### config.mk
export PLATFORM = sky130hd
export DESIGN_NAME = bf3_ram
export DESIGN_NICKNAME = d
export VERILOG_FILES = /design/src/design/bf3_ram.sv
export SDC_FILE = /design/constraint.sdc
export NUM_CORES = 1
export LEC_CHECK = 0
export BUFFER_PORTS_ARGS = -buffer_cell sky130_fd_sc_hd__buf_2
export CORE_AREA = 5 5 121 123
export CTS_CLUSTER_SIZE = 24
export DETAILED_ROUTE_END_ITERATION = 8
export DIE_AREA = 0 0 126 128
export PLACE_DENSITY_LB_ADDON = 0.12
export SLEW_MARGIN = 20
export SYNTH_ARGS = -nofsm -noshare
export SYNTH_HDL_FRONTEND = slang
export SYNTH_SLANG_ARGS = --single-unit
export TNS_END_PERCENT = 50
### constraint.sdc
create_clock -name clk -period 2.4 [get_ports clk]
set_input_delay 0.72 -clock clk [delete_from_list [all_inputs] [get_ports clk]]
set_output_delay 0.72 -clock clk [all_outputs]
set_load 0.03 [all_outputs]
### src/design/bf3_ram.sv
module bf3_ram #(
  parameter int WIDTH = 8,
  parameter int DEPTH = 16
) (
  input  logic                     clk,
  input  logic                     we,
  input  logic [$clog2(DEPTH)-1:0] waddr,
  input  logic [WIDTH-1:0]         wdata,
  input  logic                     re,
  input  logic [$clog2(DEPTH)-1:0] raddr,
  output logic [WIDTH-1:0]         rdata
);

  logic [WIDTH-1:0] mem [DEPTH];

  always_ff @(posedge clk) begin
    if (we) begin
      mem[waddr] <= wdata;
    end
    if (re) begin
      rdata <= mem[raddr];
    end
  end

endmodule

==> flow_metrics.env <==
export IMPL_slew_headroom_pct=67.21
export IMPL_hp_class="input pin to flop"
export IMPL_overflow=0
export IMPL_syn_nets=248
export IMPL_die_w_um=126
export IMPL_grt_pass1_wl_um=16330
export IMPL_start_util_pct=38.56
export IMPL_place_area_um2=5764
export IMPL_worst_slew_pin_slew_ns=0.4918
export IMPL_ctsHoldBuffers=0
export IMPL_tns_ns=0
export IMPL_irDropWorstVdd_uv=427.5
export IMPL_leakagePower_nw=2.146
export IMPL_crit_arrival_ns=2.02
export IMPL_drt_initial_drc_count=209
export IMPL_synth_seq_area_share_pct=78.12
export IMPL_antenna_found_initial=0
export IMPL_netlist_instances=229
export IMPL_grt_pass1_vias=2597
export IMPL_fin_crit_ns=1.870
export IMPL_grt_max_degree=20
export IMPL_path_clk_slew_ns=0.05
export IMPL_final_nets=312
export IMPL_ios=27
export IMPL_maxCapViolations=0
export IMPL_flow_area_growth_from_synthesis_pct=20.75
export IMPL_cts_sinks=136
export IMPL_hold_violations=0
export IMPL_endpoint_kind="flop"
export IMPL_hpwl_um=7159
export IMPL_ys_warn_count=0
export IMPL_cts_tree="built"
export IMPL_die_h_um=128
export IMPL_fin_crit_sh_pct=77.90
export IMPL_via_per_inst=5.006
export IMPL_drive_gt1_share_pct=32.68
export IMPL_postRouteAntennaNets=0
export IMPL_ys_types=18
export IMPL_row_count=43
export IMPL_htree_levels=4
export IMPL_cts_resized=0
export IMPL_place_congestion=0.7128
export IMPL_path_buf_inv=2
export IMPL_avgSynthCellArea_um2=22.83
export IMPL_fin_skew_ns=0.005326
export IMPL_track_usage_pct=14.41
export IMPL_final_setup_viol_count=0
export IMPL_drt_pass1_iterations=4
export IMPL_path_delay_family="multiplexers"
export IMPL_clk_latency_ns=0.40
export IMPL_diodes=0
export IMPL_synth_area_um2=5228
export IMPL_core_area_um2=13560
export IMPL_postCtsSetupBuffers=0
export IMPL_crit_type="input pin to flop"
export IMPL_reg2reg_slack_ns=0.88
export IMPL_drcViolationCount=0
export IMPL_port_buffers=26
export IMPL_cts_buffer_depth=2
export IMPL_finalWirelength_um=10780
export IMPL_power_density_nw_per_um2=849.8
export IMPL_vias=2433
export IMPL_rsz0062_at_grt="no"
export IMPL_dieArea_um2=16130
export IMPL_root_buffer="clkbuf_16"
export IMPL_finalInstanceArea_um2=6312
export IMPL_wire_per_inst_um=22.19
export IMPL_fmax_mhz=534.9
export IMPL_start_kind="input pin"
export IMPL_slowest_delay_ns=0.62
export IMPL_cts_buffers=17
export IMPL_status="finished, final reports clean"
export IMPL_crit_path_top_delay_cell="mux4_1"
export IMPL_slew_viol_final=0
export IMPL_worstPathCellList="buf_2 > buf_12 > mux4_1 > a22oi_1 > nand2_1"
export IMPL_synth_seq_cells=136
export IMPL_crit_fanout=17
export IMPL_cp_required_ns=2.55
==> cell families after synthesis <==
kind of cell / synth area share (%)
buffers and inverters: 1.651
AOI/OAI and AO/OA: 2.298
DFF: 78.12
muxes: 14.79
and+or+nand+nor: 3.136
==> worst reg2reg max path, delay by kind of cell, from the launching register on <==
family,cells,cell delay [ns]
AO/OA/AOI/OAI,1,0.26
flip-flops,1,0.36
multiplexers,1,0.56
AND/OR/NAND/NOR,1,0.08
==> final timing paths <==
check	from	to	depth (start not counted)
max	raddr[0]	rdata[2]	5
min	wdata[4]	mem[1][4]	1
max reg2reg	mem[5][2]	rdata[2]	3
min reg2reg	mem[15][2]	rdata[2]	3
==> state kept, by name (all words and copies together) (netlist names) <==
register / flops
rdata: 8
mem: 128
==> where the power goes <==
group          switching, mW  internal (mW)  leakage [nW]
combinational          0.166          0.115         0.645
clock                  0.876           1.51         0.265
sequential            0.0157           2.68          1.24
==> layout by cell type (no fill, tap or decap), types with 2 or more instances in the layout <==
cell type   netlist  layout
bufinv_16         0       2
clkbuf_1          0       5
clkinvlp_4        0       2
mux4_1           14      14
a22oi_1          16      16
mux4_2           18      18
nor2_1           13      13
clkbuf_16         0      17
buf_12            0       4
buf_4             1      25
clkinv_2          0       5
edfxtp_1        136     136
nand2b_1          2       2
nand3b_1          2       2
buf_2             3      26
nor3_1            4       4
nand2_1           9       9
==> through the flow <==
step                utilization (%)  power [mW]  hold WS [ns]  worst slack (ns)  cells
finish                        46.56       5.364        0.6946            0.5304    486
CTS                           46.56       5.425        0.6828            0.5377    486
floorplan                         -       2.895        0.7048            0.1871    229
detailed placement            42.52       3.030        0.7339            0.1003    454
global route                  46.56       5.571        0.6944            0.4716    486
global placement              42.52       3.028        0.7247            0.1287    454
==> cells in the mapped netlist <==
cell | count | area [um^2]
edfxtp_1 | 136 | 4084
mux4_2 | 18 | 405.4
a22oi_1 | 16 | 120.1
mux4_1 | 14 | 367.9
nor2_1 | 13 | 48.80
nand2_1 | 9 | 33.78
nor3_1 | 4 | 20.02
buf_2 | 3 | 15.01
buf_6 | 3 | 33.78
clkdlybuf4s25_2 | 3 | 30.03
nand2b_1 | 2 | 12.51
nand3b_1 | 2 | 15.01
and2_1 | 1 | 6.260
and2b_1 | 1 | 7.510
buf_4 | 1 | 7.510
nand3_1 | 1 | 5.000
nor2b_1 | 1 | 6.260
or3b_2 | 1 | 8.760
==> final cells by class <==
cell class / count / area [um^2]
Clock inverter: 10 / 103.9
Fill cell: 1176 / 7246
Tap cell: 180 / 225.2
Clock buffer: 22 / 444.2
Multi-Input combinational cell: 83 / 1057
Timing Repair Buffer: 55 / 397.9
Sequential cell: 136 / 4084
==> metal layers <==
metal,share of wire [%],global-route usage [%],wire [um],vias up
met3,3.3,3.833,361,2
li1,-,-,-,1106
met2,49,22.35,5245,44
met4,0.63,5.300,68,0
met1,47,19.75,5109,1281
met5,0,0,0,-
(Power assumes the default switching activity.)
